[src/design/sgm_pkg.sv]
package sgm_pkg;

   localparam int PIX_W         = 8;
   localparam int CFG_W         = 12;
   localparam int GRAD_W        = 11;
   localparam int MAX_WIDTH_DEF  = 2048;
   localparam int MAX_HEIGHT_DEF = 2048;

   localparam logic [CFG_W-1:0] WIDTH_RESET  = 12'd640;
   localparam logic [CFG_W-1:0] HEIGHT_RESET = 12'd480;

   localparam int CSR_IDX_W = 1;

   typedef enum logic [CSR_IDX_W-1:0] {
      CSR_FRAME_WIDTH  = 1'b0,
      CSR_FRAME_HEIGHT = 1'b1
   } csr_index_type;

   typedef logic [PIX_W-1:0] pixel_type;

   // per-item flags handed from the scan counters down the pipe
   typedef struct packed {
      logic emit;
      logic frame_end;
   } item_ctrl_type;

endpackage

[src/design/sgm_scan_ctrl.sv]
module sgm_scan_ctrl #(
   parameter int MAX_WIDTH  = sgm_pkg::MAX_WIDTH_DEF,
   parameter int MAX_HEIGHT = sgm_pkg::MAX_HEIGHT_DEF
) (
   input  logic                          clock,
   input  logic                          reset,
   input  logic                          csr_we,
   input  sgm_pkg::csr_index_type        csr_addr,
   input  logic [sgm_pkg::CFG_W-1:0]     csr_wdata,
   input  logic                          advance,
   output logic [$clog2(MAX_WIDTH)-1:0]  col_addr,
   output sgm_pkg::item_ctrl_type        ctrl
);

   localparam int AW  = $clog2(MAX_WIDTH);
   localparam int RW  = $clog2(MAX_HEIGHT);
   localparam int XW0 = $clog2(MAX_WIDTH + 1);
   localparam int YW0 = $clog2(MAX_HEIGHT + 1);
   localparam int XW  = (sgm_pkg::CFG_W > XW0) ? sgm_pkg::CFG_W : XW0;
   localparam int YW  = (sgm_pkg::CFG_W > YW0) ? sgm_pkg::CFG_W : YW0;

   logic [sgm_pkg::CFG_W-1:0] width_ff;
   logic [sgm_pkg::CFG_W-1:0] height_ff;
   logic [AW-1:0]             col_ff, col_in;
   logic [RW-1:0]             row_ff, row_in;

   logic [XW-1:0] width_x, width_eff, last_col_idx;
   logic [YW-1:0] height_x, height_eff, last_row_idx;
   logic          last_col, last_row;

   always_ff @(posedge clock) begin
      if (reset) begin
         width_ff  <= sgm_pkg::WIDTH_RESET;
         height_ff <= sgm_pkg::HEIGHT_RESET;
      end else if (csr_we) begin
         unique case (csr_addr)
            sgm_pkg::CSR_FRAME_WIDTH:  width_ff  <= csr_wdata;
            sgm_pkg::CSR_FRAME_HEIGHT: height_ff <= csr_wdata;
         endcase
      end
   end

   // clamp the programmed size to 3 .. maximum
   always_comb begin
      width_x  = XW'(width_ff);
      height_x = YW'(height_ff);
      priority if (width_x < XW'(3))         width_eff = XW'(3);
      else if (width_x > XW'(MAX_WIDTH))     width_eff = XW'(MAX_WIDTH);
      else                                   width_eff = width_x;
      priority if (height_x < YW'(3))        height_eff = YW'(3);
      else if (height_x > YW'(MAX_HEIGHT))   height_eff = YW'(MAX_HEIGHT);
      else                                   height_eff = height_x;
      last_col_idx = width_eff - XW'(1);
      last_row_idx = height_eff - YW'(1);
   end

   assign last_col = XW'(col_ff) >= last_col_idx;
   assign last_row = YW'(row_ff) >= last_row_idx;

   assign ctrl.emit      = (col_ff >= AW'(2)) && (row_ff >= RW'(2));
   assign ctrl.frame_end = ctrl.emit && last_col && last_row;
   assign col_addr       = col_ff;

   always_comb begin
      col_in = col_ff;
      row_in = row_ff;
      if (advance) begin
         if (last_col) begin
            col_in = '0;
            row_in = last_row ? '0 : row_ff + RW'(1);
         end else begin
            col_in = col_ff + AW'(1);
         end
      end
   end

   always_ff @(posedge clock) begin
      if (reset) begin
         col_ff <= '0;
         row_ff <= '0;
      end else begin
         col_ff <= col_in;
         row_ff <= row_in;
      end
   end

endmodule

[config.mk]
export PLATFORM = sky130hd
export DESIGN_NAME = sgm_scan_ctrl
export DESIGN_NICKNAME = d
export VERILOG_FILES = /design/src/design/sgm_pkg.sv /design/src/design/sgm_scan_ctrl.sv
export SDC_FILE = /design/constraint.sdc
export NUM_CORES = 1
export LEC_CHECK = 0
export BUFFER_PORTS_ARGS = -buffer_cell sky130_fd_sc_hd__buf_4
export CAP_MARGIN = 10
export CORE_ASPECT_RATIO = 0.8
export CORE_UTILIZATION = 54
export DETAILED_ROUTE_END_ITERATION = 8
export PLACE_DENSITY = 0.77
export SLEW_MARGIN = 30
export SYNTH_ARGS = -nofsm -noshare
export SYNTH_HDL_FRONTEND = slang
export SYNTH_SLANG_ARGS = --single-unit
[constraint.sdc]
create_clock -name clock -period 3.4 [get_ports clock]
set_input_delay 0.34 -clock clock [delete_from_list [all_inputs] [get_ports clock]]
set_output_delay 0.34 -clock clock [all_outputs]
set_load 0.01 [all_outputs]
Word-level counts from Yosys, hierarchy flattened

Cells that the tools add are included.

Add/sub/neg operators: 4
Order comparisons: 8
Multiplexer cells: 6
Bitwise logic cells: 1
Reductions and logical operators: 6

Operators by type and width:

| cell                  | number |
|---|---|
| $mux 12               | 4 |
| $ge 11x12->1          | 2 |
| $gt 12x12->1 const B  | 2 |
| $lt 12x2->1 const B   | 2 |
| $sub 12x1->12 const B | 2 |
| $add 11x1->11 const B | 2 |
| $ge 11x2->1 const B   | 2 |
| $mux 11               | 2 |
| $reduce_and 2->1      | 3 |
| $logic_and 1x1->1     | 3 |
| $not 1->1             | 1 |

Bits in registers: 46

Longest topological paths before layout

Depth in word-level cells: 7
Gate-level depth with buffers: 16
Gate-level depth less buffers: 14

Worst setup path before layout

OpenSTA, ideal clock, no wires.

Kind: register -> register
Start: register width_ff[7] (netlist bit)
End: register col_ff[10] (netlist: col_addr[10])
Library setup time: 78 ps
Arrival time: 3,231 ps
Data required time: 3,322 ps
Setup slack: 92 ps
Cell stages (with the launch flop): 17
Clock period less this slack: 3,308 ps
Cells stage by stage: dfxtp_1 nor4_1 and3b_1 o21ai_0 ha_1 o21ai_1 or2_1 o211ai_1 o211a_1 ha_1 a2111oi_0 o21a_1 o21a_2 buf_4 nor2_1 buf_2 nor3_1

Word-level cells in the longest chain between the ends: 6

Ends and longest elaborated chain:

| item                   | line                | RTL |
|---|---|---|
| start, declared        | sgm_scan_ctrl.sv:22 | `logic [sgm_pkg::CFG_W-1:0] width_ff;` |
| start signal, assigned | sgm_scan_ctrl.sv:33 | `width_ff <= sgm_pkg::WIDTH_RESET;` |
| start signal, assigned | sgm_scan_ctrl.sv:37 | `sgm_pkg::CSR_FRAME_WIDTH: width_ff <= csr_wdata;` |
| $gt 12x12->1           | sgm_scan_ctrl.sv:48 | `else if (width_x > XW'(MAX_WIDTH)) width_eff = XW'(MAX_WIDTH);` |
| $mux 12                | sgm_scan_ctrl.sv:48 |  |
| $mux 12 *              | sgm_scan_ctrl.sv:47 | `priority if (width_x < XW'(3)) width_eff = XW'(3);` |
| $sub 12x1->12 *        | sgm_scan_ctrl.sv:53 | `last_col_idx = width_eff - XW'(1);` |
| $ge 11x12->1 *         | sgm_scan_ctrl.sv:57 | `assign last_col = XW'(col_ff) >= last_col_idx;` |
| $mux 11 *              | sgm_scan_ctrl.sv:68 | `if (last_col) begin` |
| end signal, assigned   | sgm_scan_ctrl.sv:82 | `col_ff <= col_in;` |
| end, declared          | sgm_scan_ctrl.sv:24 | `logic [AW-1:0] col_ff, col_in;` |

Every way passes the cells marked *; elsewhere a longest branch is shown, timed or not.
A chain may end at the register's enable or synchronous reset.

==> summary.md <==
| Metric | Value |
|---|---|
| Run status | finished, violations left |
| Violated checks | negative setup slack |
| Crit path time final | 3.694 ns |
| Clock Pin Slew Worst Setup and Hold Paths | 0.08 ns |
| Num ports | 30 |
| Via density | 5.973 |
| Most frequent cells in the layout | nand2_1, buf_4, dfxtp_1 |
| All-Layer GR Usage | 27.10% |
| Synth warnings | 0 |
| RSZ-0062 raised after global routing | true |
| CP Capture Type | output pin |
| Total CTS buffers | 5 |
| Average size of a mapped cell | 7.985 um2 |
| Filler cell count | 452 |
| Minimum hold slack | 0.2593 ns |
| Synthesized net count | 427 |
| WS Path Type | reg2out |
| Final Instance Count excl. Fillers | 516 |
| Placed cell area | 3543 um2 |
| First-pass GRT wire length | 13220 um |
| Finish-stage setup viols | 1 |
| Least-Margin Pin Slew | 0.6640 ns |
| Pre-antenna DRT Iters | 5 |
| Clk buf depth | 2 |
| Place WS | -0.05992 ns |
| DRC viols | 0 |
| Worst-path cell chain | or4_4 -> or3_4 -> nor4_4 -> mux2_4 -> nor2_2 -> ha_1 -> a22o_1 -> nor4_2 -> o311a_1 -> nor2_1 -> and4_1 -> buf_4 |
| Crit start category | flip-flop |
| Setup TNS | -0.2938 ns |
| Critical Path AT | 3.35 ns |
| Leakage | 1.572 nW |
| Area Overhead vs Synth | 24.45% |
| Clk_skew | 0.005744 ns |
| Fin. Hold Viols | 0 |
| Die area | 5955 um2 |
| Slowest CP cell | or4_4 |
| DRT antenna net count | 0 |
| Final setup margin | -0.2938 ns |
| Final worst-path cycle share | 108.6% |
| Final HPWL DP | 5913 um |
| Layout cells sized above 1 | 22.37% |
| #FFs+latches synth | 46 |
| CP Buf/Inv Count | 1 |
| Wire per inst | 15.59 um |
| Critical Path RT | 3.06 ns |
| Post-Synthesis Cell Area | 3050 um2 |
| Die Ht | 69.23 um |
| ANT cells | 0 |
| Worst skew pair latency | 0.30 ns |
| Total chip power | 1.367 mW |
| Drt total wl | 8045 um |
| Finished Cell Area | 3796 um2 |
| Fmax | 270.7 MHz |
| Initial DRC Count | 94 |
| Crit-path max FO | 2 |
| Layout Nets | 482 |
| Port Buffers | 29 |
| Post-synth EDFFs | 0 |
| Total of max-cap violations | 0 |
| CP max stage delay | 0.54 ns |
| Clock sink count | 46 |
| Layout Utilization | 69.84% |
| Cells after DPL | 506 |
| Main flop type after synthesis | dfxtp_1 |
| Worst slew margin | 55.64% |
| Post-CTS Hold Buffers | 0 |
| Pin count of the biggest net entering global routing | 35 |
| Min-Delay Path Class | in2reg |
| Async S/R FF share, synth | 0% |
| Pwr Density | 360.0 nW/um2 |
| Post-synthesis sequential area ratio | 30.19% |
| Initial antenna violation count | 0 |
| GP Congestion | 0.8780 |
| Fin. max-slew vios | 0 |
| Root buffer cell | clkbuf_8 |
| Core ar. | 5435 um2 |
| CTS tree | yes |
| Cells after Synth | 382 |
| Total grt overflow | 0 |
| Peak supply drop | 0.0002130 V |
| Vias in the first global route | 2846 |
| Vias | 3082 |
| Starting Density | 56.12% |
| Cell family with most CP delay | simple AND/OR/NAND/NOR gates |
| H-tree depth reported by CTS | 2 |
| Die X | 86.03 um |
| Distinct cells, synth | 57 |
| FP Rows | 24 |
[synthesized netlist by cell type, types with 8 or more instances]
cell | n | area share, %
nor3_1 | 15 | 2.5
o21ai_0 | 11 | 1.8
dfxtp_1 | 46 | 30
nand4_1 | 10 | 2.1
nor2_1 | 20 | 2.5
a21oi_1 | 32 | 5.3
nand2_1 | 65 | 8.0
ha_1 | 28 | 11
xor2_1 | 9 | 2.6
xnor2_1 | 8 | 2.3
clkbuf_1 | 12 | 1.5
nand3_1 | 15 | 2.5
[final cells by class]
| type | count | area (um2) | area share (%) |
|---|---|---|---|
| clock buffer | 6 | 82.58 | 2.175 |
| clock inverter | 2 | 60.06 | 1.582 |
| inverter | 6 | 22.52 | 0.5933 |
| multi-input combinational | 315 | 2135 | 56.23 |
| sequential | 46 | 925.9 | 24.39 |
| tap | 78 | 97.59 | 2.571 |
| timing repair buffer | 63 | 473.0 | 12.46 |
[repair_timing]
action                                  4_1_cts  5_1_grt
setup buffers                                 0        2
resized for setup                             4       19
endpoints found under the setup margin       19       23
pin swaps                                     0        5
[logic make-up (layout without fill, tap and decap cells)]
logic type | count (synthesis) | after routing | share of synthesized area, %
buffers and inverters | 21 | 77 | 2.789
AND/OR/NAND/NOR | 174 | 174 | 29.49
multiplexers | 1 | 1 | 0.3691
adder cells (fa/ha/maj) | 28 | 28 | 11.48
flip-flops | 46 | 46 | 30.19
AO/OA/AOI/OAI | 95 | 95 | 20.80
XOR/XNOR | 17 | 17 | 4.881
[power breakdown]
part,internal [mW],leakage [nW],switching (mW)
Clock,0.314,0.0714,0.190
Sequential,0.558,0.376,0.0245
Combinational,0.131,1.13,0.149
[worst paths after layout]
kind / slack, ns / from / end / depth (start not counted)
hold / removal: 0.26 / csr_wdata[7] / height_ff[7] / 3
setup / recovery: -0.29 / height_ff[3] / ctrl[0] / 12
hold reg to reg: 0.52 / height_ff[10] / height_ff[10] / 2
setup reg to reg: 0.12 / height_ff[5] / row_ff[9] / 15
[state kept, by name, indices dropped and copies added (netlist names)]
| signal | cells |
|---|---|
| row_ff | 11 |
| height_ff | 12 |
| col_addr | 11 |
| width_ff | 12 |
[routing by layer]
metal / GRT usage [%] / up-vias / wire length [um]
li1: - / 1527 / -
met1: 37.67 / 1449 / 3753
met2: 44.36 / 98 / 3751
met3: 3.929 / 8 / 471
met4: 6.111 / 0 / 70
met5: 0 / - / 0
[worst register-to-register path, stage by stage (launching register included)]
cell,delay (ns)
dfxtp_1,0.31
buf_4,0.15
nor4_4,0.31
nand3_1,0.15
o31ai_2,0.30
buf_4,0.22
nand2_1,0.09
xnor2_1,0.14
ha_1,0.29
o21a_1,0.12
nor2_1,0.04
o311a_1,0.32
buf_4,0.17
o41ai_2,0.30
buf_4,0.20
a21oi_1,0.05
Note: power is estimated with default switching activity, not from simulation.
