<file path="src/design/sgm_pkg.sv">
package sgm_pkg;

   localparam int PIX_W         = 8;
   localparam int CFG_W         = 12;
   localparam int GRAD_W        = 11;
   localparam int MAX_WIDTH_DEF  = 2048;
   localparam int MAX_HEIGHT_DEF = 2048;

   localparam logic [CFG_W-1:0] WIDTH_RESET  = 12'd640;
   localparam logic [CFG_W-1:0] HEIGHT_RESET = 12'd480;

   localparam int CSR_IDX_W = 1;

   typedef enum logic [CSR_IDX_W-1:0] {
      CSR_FRAME_WIDTH  = 1'b0,
      CSR_FRAME_HEIGHT = 1'b1
   } csr_index_type;

   typedef logic [PIX_W-1:0] pixel_type;

   // per-item flags handed from the scan counters down the pipe
   typedef struct packed {
      logic emit;
      logic frame_end;
   } item_ctrl_type;

endpackage

</file>
<file path="src/design/sgm_window_calc.sv">
module sgm_window_calc (
   input  logic                               clock,
   input  logic                               reset,
   input  logic                               shift_en,
   input  sgm_pkg::pixel_type                 top,
   input  sgm_pkg::pixel_type                 mid,
   input  sgm_pkg::pixel_type                 pixel,
   input  sgm_pkg::item_ctrl_type             ctrl,
   output logic                               ready,
   output logic                               rsp_tvalid,
   input  logic                               rsp_tready,
   output logic [sgm_pkg::PIX_W-1:0]          rsp_tdata,   // magnitude
   output logic                               rsp_tlast    // frame_end
);

   localparam int GW = sgm_pkg::GRAD_W;
   localparam int SW = sgm_pkg::PIX_W + 2;

   sgm_pkg::pixel_type win_ff [3][3];
   sgm_pkg::pixel_type win_in [3][3];

   logic                 v2_ff, v2_in;
   logic                 last2_ff;
   logic signed [GW-1:0] gx_ff, gy_ff, gx_in, gy_in;
   logic                 out_rdy;

   logic [SW-1:0]        pos_y, neg_y, pos_x, neg_x;
   logic [GW-2:0]        abs_x, abs_y;
   logic [GW-1:0]        mag_sum;
   logic                 rsp_valid_ff;
   logic [sgm_pkg::PIX_W-1:0] rsp_data_ff;
   logic                 rsp_last_ff;

   function automatic logic [SW-1:0] wsum(input sgm_pkg::pixel_type a,
                                          input sgm_pkg::pixel_type b,
                                          input sgm_pkg::pixel_type c);
      return SW'(a) + {1'b0, b, 1'b0} + SW'(c);
   endfunction

   // row 0 oldest line, column 2 newest sample
   always_comb begin
      for (int k = 0; k < 3; k++) begin
         win_in[k][0] = win_ff[k][1];
         win_in[k][1] = win_ff[k][2];
      end
      win_in[0][2] = top;
      win_in[1][2] = mid;
      win_in[2][2] = pixel;
   end

   always_ff @(posedge clock) begin
      if (reset) begin
         for (int r = 0; r < 3; r++) begin
            for (int c = 0; c < 3; c++) begin
               win_ff[r][c] <= '0;
            end
         end
      end else if (shift_en) begin
         win_ff <= win_in;
      end
   end

   always_comb begin
      pos_y = wsum(win_in[2][0], win_in[2][1], win_in[2][2]);
      neg_y = wsum(win_in[0][0], win_in[0][1], win_in[0][2]);
      pos_x = wsum(win_in[0][2], win_in[1][2], win_in[2][2]);
      neg_x = wsum(win_in[0][0], win_in[1][0], win_in[2][0]);
      gy_in = $signed({1'b0, pos_y}) - $signed({1'b0, neg_y});
      gx_in = $signed({1'b0, pos_x}) - $signed({1'b0, neg_x});
   end

   assign out_rdy = !rsp_valid_ff || rsp_tready;
   assign ready   = !v2_ff || out_rdy;
   assign v2_in   = shift_en && ctrl.emit;

   always_ff @(posedge clock) begin
      if (reset) begin
         v2_ff <= 1'b0;
      end else if (ready) begin
         v2_ff <= v2_in;
      end
   end

   always_ff @(posedge clock) begin
      if (ready) begin
         gx_ff    <= gx_in;
         gy_ff    <= gy_in;
         last2_ff <= ctrl.frame_end;
      end
   end

   always_comb begin
      abs_x   = gx_ff[GW-1] ? (GW-1)'(-gx_ff) : gx_ff[GW-2:0];
      abs_y   = gy_ff[GW-1] ? (GW-1)'(-gy_ff) : gy_ff[GW-2:0];
      mag_sum = GW'(abs_x) + GW'(abs_y);
   end

   always_ff @(posedge clock) begin
      if (reset) begin
         rsp_valid_ff <= 1'b0;
      end else if (out_rdy) begin
         rsp_valid_ff <= v2_ff;
      end
   end

   always_ff @(posedge clock) begin
      if (out_rdy) begin
         rsp_data_ff <= (mag_sum > GW'(255)) ? '1 : mag_sum[sgm_pkg::PIX_W-1:0];
         rsp_last_ff <= last2_ff;
      end
   end

   assign rsp_tvalid = rsp_valid_ff;
   assign rsp_tdata  = rsp_data_ff;
   assign rsp_tlast  = rsp_last_ff;

endmodule

</file>
<file path="config.mk">
export PLATFORM = sky130hd
export DESIGN_NAME = sgm_window_calc
export DESIGN_NICKNAME = d
export VERILOG_FILES = /design/src/design/sgm_pkg.sv /design/src/design/sgm_window_calc.sv
export SDC_FILE = /design/constraint.sdc
export NUM_CORES = 1
export LEC_CHECK = 0
export BUFFER_PORTS_ARGS = -buffer_cell sky130_fd_sc_hd__buf_2
export CAP_MARGIN = 25
export CORE_AREA = 5 5 127 129
export DETAILED_ROUTE_END_ITERATION = 12
export DIE_AREA = 0 0 132 134
export GPL_TIMING_DRIVEN = 0
export PLACE_DENSITY = 0.56
export SYNTH_ARGS = -nofsm -noshare
export SYNTH_HDL_FRONTEND = slang
export SYNTH_SLANG_ARGS = --single-unit
export TNS_END_PERCENT = 10
</file>
<file path="constraint.sdc">
create_clock -name clock -period 7.4 [get_ports clock]
set_input_delay 1.48 -clock clock [delete_from_list [all_inputs] [get_ports clock]]
set_output_delay 1.48 -clock clock [all_outputs]
set_load 0.02 [all_outputs]
</file>
### After elaboration in Yosys (flattened, before gate mapping)

Index checks and enable logic that the tools add are counted.

* output and inout port bits: 11
* register bits: 82
* memories: 0
* bits of input ports: 30
* latch bits: 0
* word-level logic and storage cells: 34
* ROM bits: 0
* RAM bits: 0

* multipliers: 0
* magnitude comparators: 1
* add/subtract/negate cells: 13
* mux-type cells: 2
* divide/modulo/power cells: 0
* reduce and logical (&&, ||, !) cells: 5
* shift-type cells: 0
* bitwise operators: 0
* equality and inequality tests: 0

Operators by type and width (count)
* $add A10 B8 Y10: 4
* $add A8 B9 Y10: 4
* $sub A10 B10 Y11: 2
* $mux W10: 2
* $neg A10 Y10: 2
* $add A10 B10 Y11: 1
* $gt A11 B8 Y1 const B: 1
* $logic_not A1 Y1: 2
* $logic_or A1 B1 Y1: 2
* $logic_and A1 B1 Y1: 1

### Longest topological paths before layout

Gate-level depths: netlist (run 1).

* word-level depth: 4
* gate-level depth with buffers: 13

### Worst setup path after synthesis (run 1)

No wires, ideal clock.

* path kind: input -> register
* from: input port top[2]
* to: register gy_ff[8] (data pin)
* buffers on the path: 0
* arrival time: 4.276 ns
* required time: 7.137 ns
* slack: 2.862 ns
* cell stages on the path: 12
* cell sequence: inv_1 fa_1 inv_1 fa_1 fa_1 inv_1 ha_1 a21o_1 a211oi_1 nor2_1 o41ai_2 xnor2_1

* longest elaborated chain between the ends: 2

Ends and longest elaborated chain
* start, declared: line sgm_window_calc.sv:5 `input sgm_pkg::pixel_type top,`
* $add A10 B8 Y10: line sgm_window_calc.sv:37 `return SW'(a) + {1'b0, b, 1'b0} + SW'(c);`
* $sub A10 B10 Y11: line sgm_window_calc.sv:68 `gy_in = $signed({1'b0, pos_y}) - $signed({1'b0, neg_y});`
* via gy_in[8]: line sgm_window_calc.sv:24 `logic signed [GW-1:0] gx_ff, gy_ff, gx_in, gy_in;`
* end signal, assigned: line sgm_window_calc.sv:87 `gy_ff <= gy_in;`
* end, declared: line sgm_window_calc.sv:24

The timed path passes the listed nets, and every way through them passes these cells.
A chain may end at the register's enable or synchronous reset.

### Final worst setup path (run 1)

Ends and elaborated chain as after synthesis.

==> run metrics, run 1 <==
status completed; total power 2450 uW; DR pass1 iterations 4; pwr dens 371 mW/mm^2; core area approximately 0.015 sq mm; Synth Area in Adders 29.3%; total CTS buffers 9; Hold Buf Count CTS 0; worst endpoint data arrival time between 4 and 5 ns; Worst Hold Class flip-flop to flip-flop; Yosys Warn Count 0; Max Cap Violations 0; clk_lat worst skew about 0.34 ns; simple-gate share of the synthesized area under 10%; Residual DRC 0; Clock Path Buffers 2; top cell type's share of synthesized area between 20% and 30%; largest net degree at the start of global routing 26; Worst Path Max Fanout 3; antenna violation net count after detailed routing 0; sequential fraction of the synthesis area around a third; CTS tree built; Initial DRC Count 73; routed via count 3673; CP endpoint gy_ff[8]$_DFFE_PP_; final hold violation count 0; Setup violations, final 0; Post-synth top cells inv_1, nor2_1, fa_1; layout cell share with drive strength beyond 1 11.1%; DPL Wire Length 8880 microns; Setup crit start top[2]; syn nets roughly 700; # diodes 0; FF/Latch Area roughly 0.0020 sq mm; worst slack, placed around 2.5 ns; Setup WS post-layout between 2 and 3 ns; Max Transition Viols Final 0; Die X between 100 and 150 microns; root buffer cell clkbuf_16; EDFF count, synth 32; Worst Skew between 0.004 and 0.005 ns; area of the mapped netlist between 0.005 and 0.006 sq mm; I/O Buffers 38; Synth Area in Compound Gates 7.49%; hold slack final about 0.43 ns; remaining global-route overflow 0; leak pwr a little under 0.003 uW; io pins 41; reg2reg setup slack 3.73 ns; kind of critical path input port to flip-flop; post-synthesis xor/xnor area fraction between 5 and 6%; Post-CTS Setup Inserts 0; post-synthesis instance total approximately 560; Max-slew headroom about 60%; CTS resizes 0; r2r endpoint gx_ff[8]$_DFFE_PP_; initial antenna violation count 0; # fillers roughly 1400; Nets 738; Startpoint Class input port; post-route cell area about 0.0066 sq mm; WL per Instance approximately 13 microns; largest family of logic cells by synthesized area adder cells; FMAX 0.223 GHz; dominant cell type by area after synthesis fa_1; Routed WL ~11000 microns; Rows between 40 and 50; setup TNS 0 ns; R2R Path Start win_ff[10]$_SDFFE_PP0P_; placed cell areas approximately 0.0063 sq mm; top-count cell post-synth inv_1; Distinct cells, synth 37; die height roughly 130 microns; global-route wire length before repair between 15000 and 20000 microns; final worst-path cycle share between 60% and 70%; initial core utilization 39.2%; Die ar. 0.0177 sq mm; Yosys reg bits 82; multiplexer share of the synthesized area a little over 8%; min cycle time layout 4.49 ns; Req. time, crit path around 7.5 ns; H-tree Lvls 3; Setup crit end kind flip-flop; GRT Util Overall 13.0%; DR vias/cell 4.58; RSZ-0062 raised after global routing no; main flop type after synthesis dfxtp_1; Async S/R FF share, synth 0%; clock sinks between 80 and 90; vias in the first global route 3940; Mean Syn Cell Area about 10 sq um; Multi-input gate area between 0.003 and 0.004 sq mm; RD Place Congestion around 0.81; area delta synth->final 12.6%; Synth area leaders fa_1, dfxtp_1, edfxtp_1; Worst R2R Path Depth 12; Peak VDD IR approximately 0.00015 V; measured slew at the worst slew-check pin slightly below 0.6 ns; clock slew at reported path FFs ~0.060 ns
how the worst min path moves through the flow:
stage	startpoint	endpoint	slack [ns]	depth (start not counted)
global route	last2_ff$_DFFE_PP_	rsp_tlast$_DFFE_PP_	0.44	0
CTS	last2_ff$_DFFE_PP_	rsp_tlast$_DFFE_PP_	0.44	0
floorplan	last2_ff$_DFFE_PP_	rsp_tlast$_DFFE_PP_	0.40	0
detailed placement	last2_ff$_DFFE_PP_	rsp_tlast$_DFFE_PP_	0.42	0
finish	last2_ff$_DFFE_PP_	rsp_tlast$_DFFE_PP_	0.43	0
global placement	last2_ff$_DFFE_PP_	rsp_tlast$_DFFE_PP_	0.42	0
report_power, final:
group	internal, uW	switching, uW
logic	642	712
clock network	245	179
registers	609	59.1
per-stage QoR:
stage,utilization (%),std cells
detailed placement,42.0,785
finish,44.1,802
global placement,42.0,785
global route,44.1,802
CTS,43.9,801
floorplan,-,559
critical path, stage by stage:
cell	delay, ns
buf_2	0.12
inv_1	0.07
fa_1	0.53
inv_1	0.06
fa_1	0.50
fa_1	0.60
inv_1	0.06
ha_1	0.29
a21o_1	0.17
a211oi_1	0.24
nor2_1	0.11
o41ai_2	0.24
xnor2_1	0.12
logic make-up (layout without fill, tap and decap cells):
kind of cell    Yosys count  in the layout
mux                      48             48
flops                    82             82
fa+ha+maj                99             99
compound gates           61             61
simple gates            114            114
buf+inv                 121            176
xor+xnor                 34             34
flip-flops by register name, indices dropped and copies added, names as in the netlist:
register	count
rsp_tvalid	1
win_ff	48
v2_ff	1
gx_ff	11
last2_ff	1
rsp_tlast	1
gy_ff	11
rsp_tdata	8
per-layer routing:
layer / global-route usage [%] / vias to the layer above / share of wire, %
li1: - / 1885 / -
met1: 16.3 / 1741 / 46
met4: 5.89 / 0 / 2.0
met3: 2.36 / 13 / 2.8
met2: 21.8 / 34 / 49
met5: 0 / - / 0
placed cells by master, fill, tap and decap left out, types with 3 or more instances in the layout:
cell type  instances
inv_1            107
nor2_1            69
fa_1              63
dfxtp_1           50
mux2i_1           48
buf_2             43
ha_1              36
xnor2_1           32
edfxtp_1          32
nand2_1           16
o21ai_0           11
clkbuf_1          10
a21oi_1           10
a21o_1             9
nand2b_1           9
clkbuf_16          9
nor2b_1            6
o31ai_1            6
nor3_1             5
o21ai_1            4
or3_1              3
o41ai_2            3
a211oi_1           3
o21a_1             3
layout make-up:
| cell class | instances | area share [%] |
|---|---|---|
| Clock inverter | 4 | 0.399 |
| Timing Repair Buffer | 39 | 3.31 |
| Multi-Input combinational cell | 356 | 52.0 |
| Inverter | 107 | 6.10 |
| Tap cell | 188 | 3.57 |
| Buffer | 14 | 0.893 |
| Sequential cell | 82 | 29.8 |
| Clock buffer | 12 | 3.90 |
No activity file was read; power rests on OpenSTA's default activity.
==> inputs of run 2 (changes only) <==
--- a/config.mk
+++ b/config.mk
@@ -5,13 +5,14 @@
 export SDC_FILE = /design/constraint.sdc
 export NUM_CORES = 1
 export LEC_CHECK = 0
+export ABC_AREA = 1
 export BUFFER_PORTS_ARGS = -buffer_cell sky130_fd_sc_hd__buf_2
 export CAP_MARGIN = 25
-export CORE_AREA = 5 5 127 129
+export CORE_AREA = 5 5 128 130
 export DETAILED_ROUTE_END_ITERATION = 12
-export DIE_AREA = 0 0 132 134
+export DIE_AREA = 0 0 133 135
 export GPL_TIMING_DRIVEN = 0
-export PLACE_DENSITY = 0.56
+export PLACE_DENSITY = 0.58
 export SYNTH_ARGS = -nofsm -noshare
 export SYNTH_HDL_FRONTEND = slang
 export SYNTH_SLANG_ARGS = --single-unit
==> constraint.sdc (replaced) <==
create_clock -name clock -period 3.7 [get_ports clock]
set_input_delay 0.74 -clock clock [delete_from_list [all_inputs] [get_ports clock]]
set_output_delay 0.74 -clock clock [all_outputs]
set_load 0.02 [all_outputs]
==> run 2 against run 1 <==
Effect of this change: count of clock-buffer cells in the layout down 1; highest routed layer unchanged; largest cell class unchanged; combinational power grew to 2.8 times the previous value; critical endpoint is now gy_ff[7]$_DFFE_PP_; area after synthesis grew 1.0%; non-clock buffer count rose by 4; largest power group unchanged; setup slack worse by 2.8 ns.
==> run metrics, run 2 <==
placed cell areas 0.00634 sq mm (+1.1%); max reg flops 48 (unchanged); final hold violation count 0 (unchanged); r2r endpoint gx_ff[7]$_DFFE_PP_; most frequent cells in the layout inv_1, nand2_1, fa_1, dfxtp_1; status completed; Clock Path Buffers 2 (unchanged); min cycle time layout between 3 and 4 ns; root buffer cell clkbuf_16; Setup crit start top[2]; Die ar. 0.0180 sq mm (+1.5%); CP endpoint gy_ff[7]$_DFFE_PP_; final std cells w/o fill 897 (+12%); RD Place Congestion 0.878 (+9.0%); clk_lat worst skew 0.35 ns (about the same); FMAX about 0.28 GHz; EDFF count, synth 32 (unchanged); GRT Util Overall 15.2% (+2.2 points); measured slew at the worst slew-check pin 0.739 ns (+0.154 ns); Residual DRC 0 (unchanged); Max Transition Viols Final 0 (unchanged); worst endpoint data arrival time 3.64 ns (-0.93 ns); largest registers win_ff (48), gx_ff (11), gy_ff (11); R2R Path Start win_ff[12]$_SDFFE_PP0P_; Placed Cells 880 (+12%); initial core utilization 39.3% (+0.11 points); CTS resizes 0 (unchanged); dominant cell type by area after synthesis fa_1; clock sinks 82 (unchanged); global-route wire length before repair 21700 microns (+18%); Worst R2R Path Depth 14 (+2); Setup crit end kind flip-flop; Peak VDD IR 0.000432 V (+180%); Post-synth top cells inv_1, nand2_1, fa_1; post-route cell area 0.00664 sq mm (+0.91%); post-synthesis instance total 653 (+17%); hold slack final 0.422 ns (-0.00845 ns); final worst-path cycle share between 90% and 100%; remaining global-route overflow 0 (unchanged); I/O Buffers 39 (+2.6%); DPL Wire Length 10300 microns (+16%); Biggest register win_ff; critical-path cell list buf_2 > inv_1 > fa_1 > inv_1 > fa_1 > fa_1 > fa_1 > o21ai_1 > nand2_1 > nand2_1 > nand2_1 > nand2_1 > xor2_1; sequential fraction of the synthesis area 33.2% (-0.35 points); total internal power 3260 uW (+120%); die height 135 microns (+0.75%); Distinct cells, synth 31 (-16%); kind of critical path input port to flip-flop; initial antenna violation count 0 (unchanged); P_sw 2750 uW (+190%); Crit path largest cell delay 0.54 ns (-0.06 ns); Worst Skew 0.0143 ns (+0.00947 ns); DR vias/cell 4.77 (+4.1%); Initial DRC Count 127 (+74%); Mean Syn Cell Area 9.05 sq um (-13%); commonest non-fill, non-tap cell in the layout inv_1; Max Cap Violations 0 (unchanged); Comb pwr share 62.6% (+7.2 points); area delta synth->final 12.4%; pwr dens 904 mW/mm^2 (+140%); setup TNS 0 ns (unchanged); top-count cell post-synth inv_1; routed via count 4277 (+16%); total CTS buffers 9 (unchanged); antenna violation net count after detailed routing 0 (unchanged); Worst Path Max Fanout 3 (unchanged); main flop type after synthesis dfxtp_1; worst path buffer plus inverter count 3 (-1); reg2reg setup slack 0.22 ns (-3.51 ns); critical path depth in cells 13 (unchanged); Rows 45 (unchanged); H-tree Lvls 3 (unchanged); layout cell share with drive strength beyond 1 10.0% (-1.1 points); Sequential Power Share 23.3% (-4.0 points); Async S/R FF share, synth 0% (unchanged); largest net degree at the start of global routing 26 (unchanged); Yosys reg bits 82 (unchanged); Req. time, crit path 3.79 ns (-3.70 ns); Synth area leaders fa_1, dfxtp_1, edfxtp_1; Hold Buf Count CTS 0 (unchanged); Die X 133 microns (+0.76%); # diodes 0 (unchanged); syn nets 782 (+14%); top cell type's share of synthesized area 21.3% (-0.22 points); Worst Hold Class flip-flop to flip-flop; DR pass1 iterations 4 (unchanged); vias in the first global route 4590 (+16%); Yosys Warn Count 0 (unchanged); core area 0.0150 sq mm (+0.75%); slowest stage cell on the critical path fa_1; Startpoint Class input port; Max-slew headroom 50.7% (-10 points); Nets 833 (+13%); Switching Fraction 45.7% (+6.9 points); io pins 41 (unchanged); clock slew at reported path FFs 0.06 ns (about the same); Setup violations, final 0 (unchanged); WL per Instance 14.1 microns (+6.7%); clock power share 14.2% (-3.1 points); CP top delay family adder cells; leak pwr 0.00306 uW (+4.1%); area of the mapped netlist 0.00591 sq mm (+1.0%); Core Util, Final 44.2% (+0.069 points); Post-CTS Setup Inserts 0 (unchanged); CTS tree built; Routed WL 12700 microns (+19%)
## run 2: cell types whose count changed after synthesis, moves of 8 or more
| cell | before | now |
|---|---|---|
| nand3_1 | 1 | 28 |
| a21oi_1 | 10 | 38 |
| a211oi_1 | 3 | 30 |
| xnor2_1 | 32 | 11 |
| mux2i_1 | 48 | 0 |
| nand2_1 | 16 | 107 |
| o21ai_0 | 11 | 3 |
| nor2_1 | 69 | 43 |
| inv_1 | 107 | 135 |
| xor2_1 | 2 | 23 |
| nand2b_1 | 9 | 0 |
## run 2: layout make-up
cell class	instances	area, sq um
fill	1464	8390
buffer	17	68.8
timing repair buffer	40	210
tap	188	235
clock inverter	5	38.8
sequential	82	1960
clock buffer	11	243
inverter	139	522
multi-input combinational	415	3360
## run 2: worst register-to-register path, cell delays in order (launching register included)
cell,delay (ns)
dfxtp_1,0.35
inv_1,0.08
fa_1,0.53
inv_1,0.05
fa_1,0.51
fa_1,0.55
inv_1,0.05
ha_1,0.37
a21oi_1,0.23
o21ai_2,0.13
nand2_1,0.08
nand2_1,0.05
nand2_1,0.06
nand2_1,0.06
xor2_1,0.14
## run 2: how the worst min path moves through the flow
stage	start	end	cells after the start
after global placement	last2_ff$_DFFE_PP_	rsp_tlast$_DFFE_PP_	0
after detailed placement	last2_ff$_DFFE_PP_	rsp_tlast$_DFFE_PP_	0
after floorplan	last2_ff$_DFFE_PP_	rsp_tlast$_DFFE_PP_	0
after CTS	last2_ff$_DFFE_PP_	rsp_tlast$_DFFE_PP_	0
final	last2_ff$_DFFE_PP_	rsp_tlast$_DFFE_PP_	0
after global routing	last2_ff$_DFFE_PP_	rsp_tlast$_DFFE_PP_	0
## run 2: metrics by stage
stage | power (uW) | setup slack [ns]
after CTS | 6070 | 0.144
after detailed placement | 5190 | -0.224
after floorplan | 4430 | 0.0840
after global placement | 5110 | -0.176
after global routing | 6670 | -0.0145
final | 6010 | 0.147
## run 2: cells by family (layout without fill, tap and decap cells)
family | count (synthesis) | in the layout | synth area share [%]
and+or+nand+nor | 197 | 197 | 14.0
buffers and inverters | 156 | 212 | 9.99
adders and majority gates | 99 | 99 | 29.0
AOI/OAI and AO/OA | 85 | 85 | 8.77
DFF | 82 | 82 | 33.2
xor gates and xnor gates | 34 | 34 | 5.04
## run 2: metal layers
layer / wire [microns] / global-route usage (%) / vias up
met3: 394 / 3.17 / 17
met1: 5680 / 18.3 / 2032
li1: - / - / 2162
met5: 0 / 0 / -
met2: 6350 / 26.7 / 66
met4: 263 / 5.43 / 0
## run 2: power groups by stage
stage	Combinational [uW]	Clock, uW	Sequential [uW]
floorplan	3010	0	1420
global placement	3690	0	1420
detailed placement	3770	0	1420
CTS	3790	878	1400
global route	4340	908	1420
finish	3760	851	1400
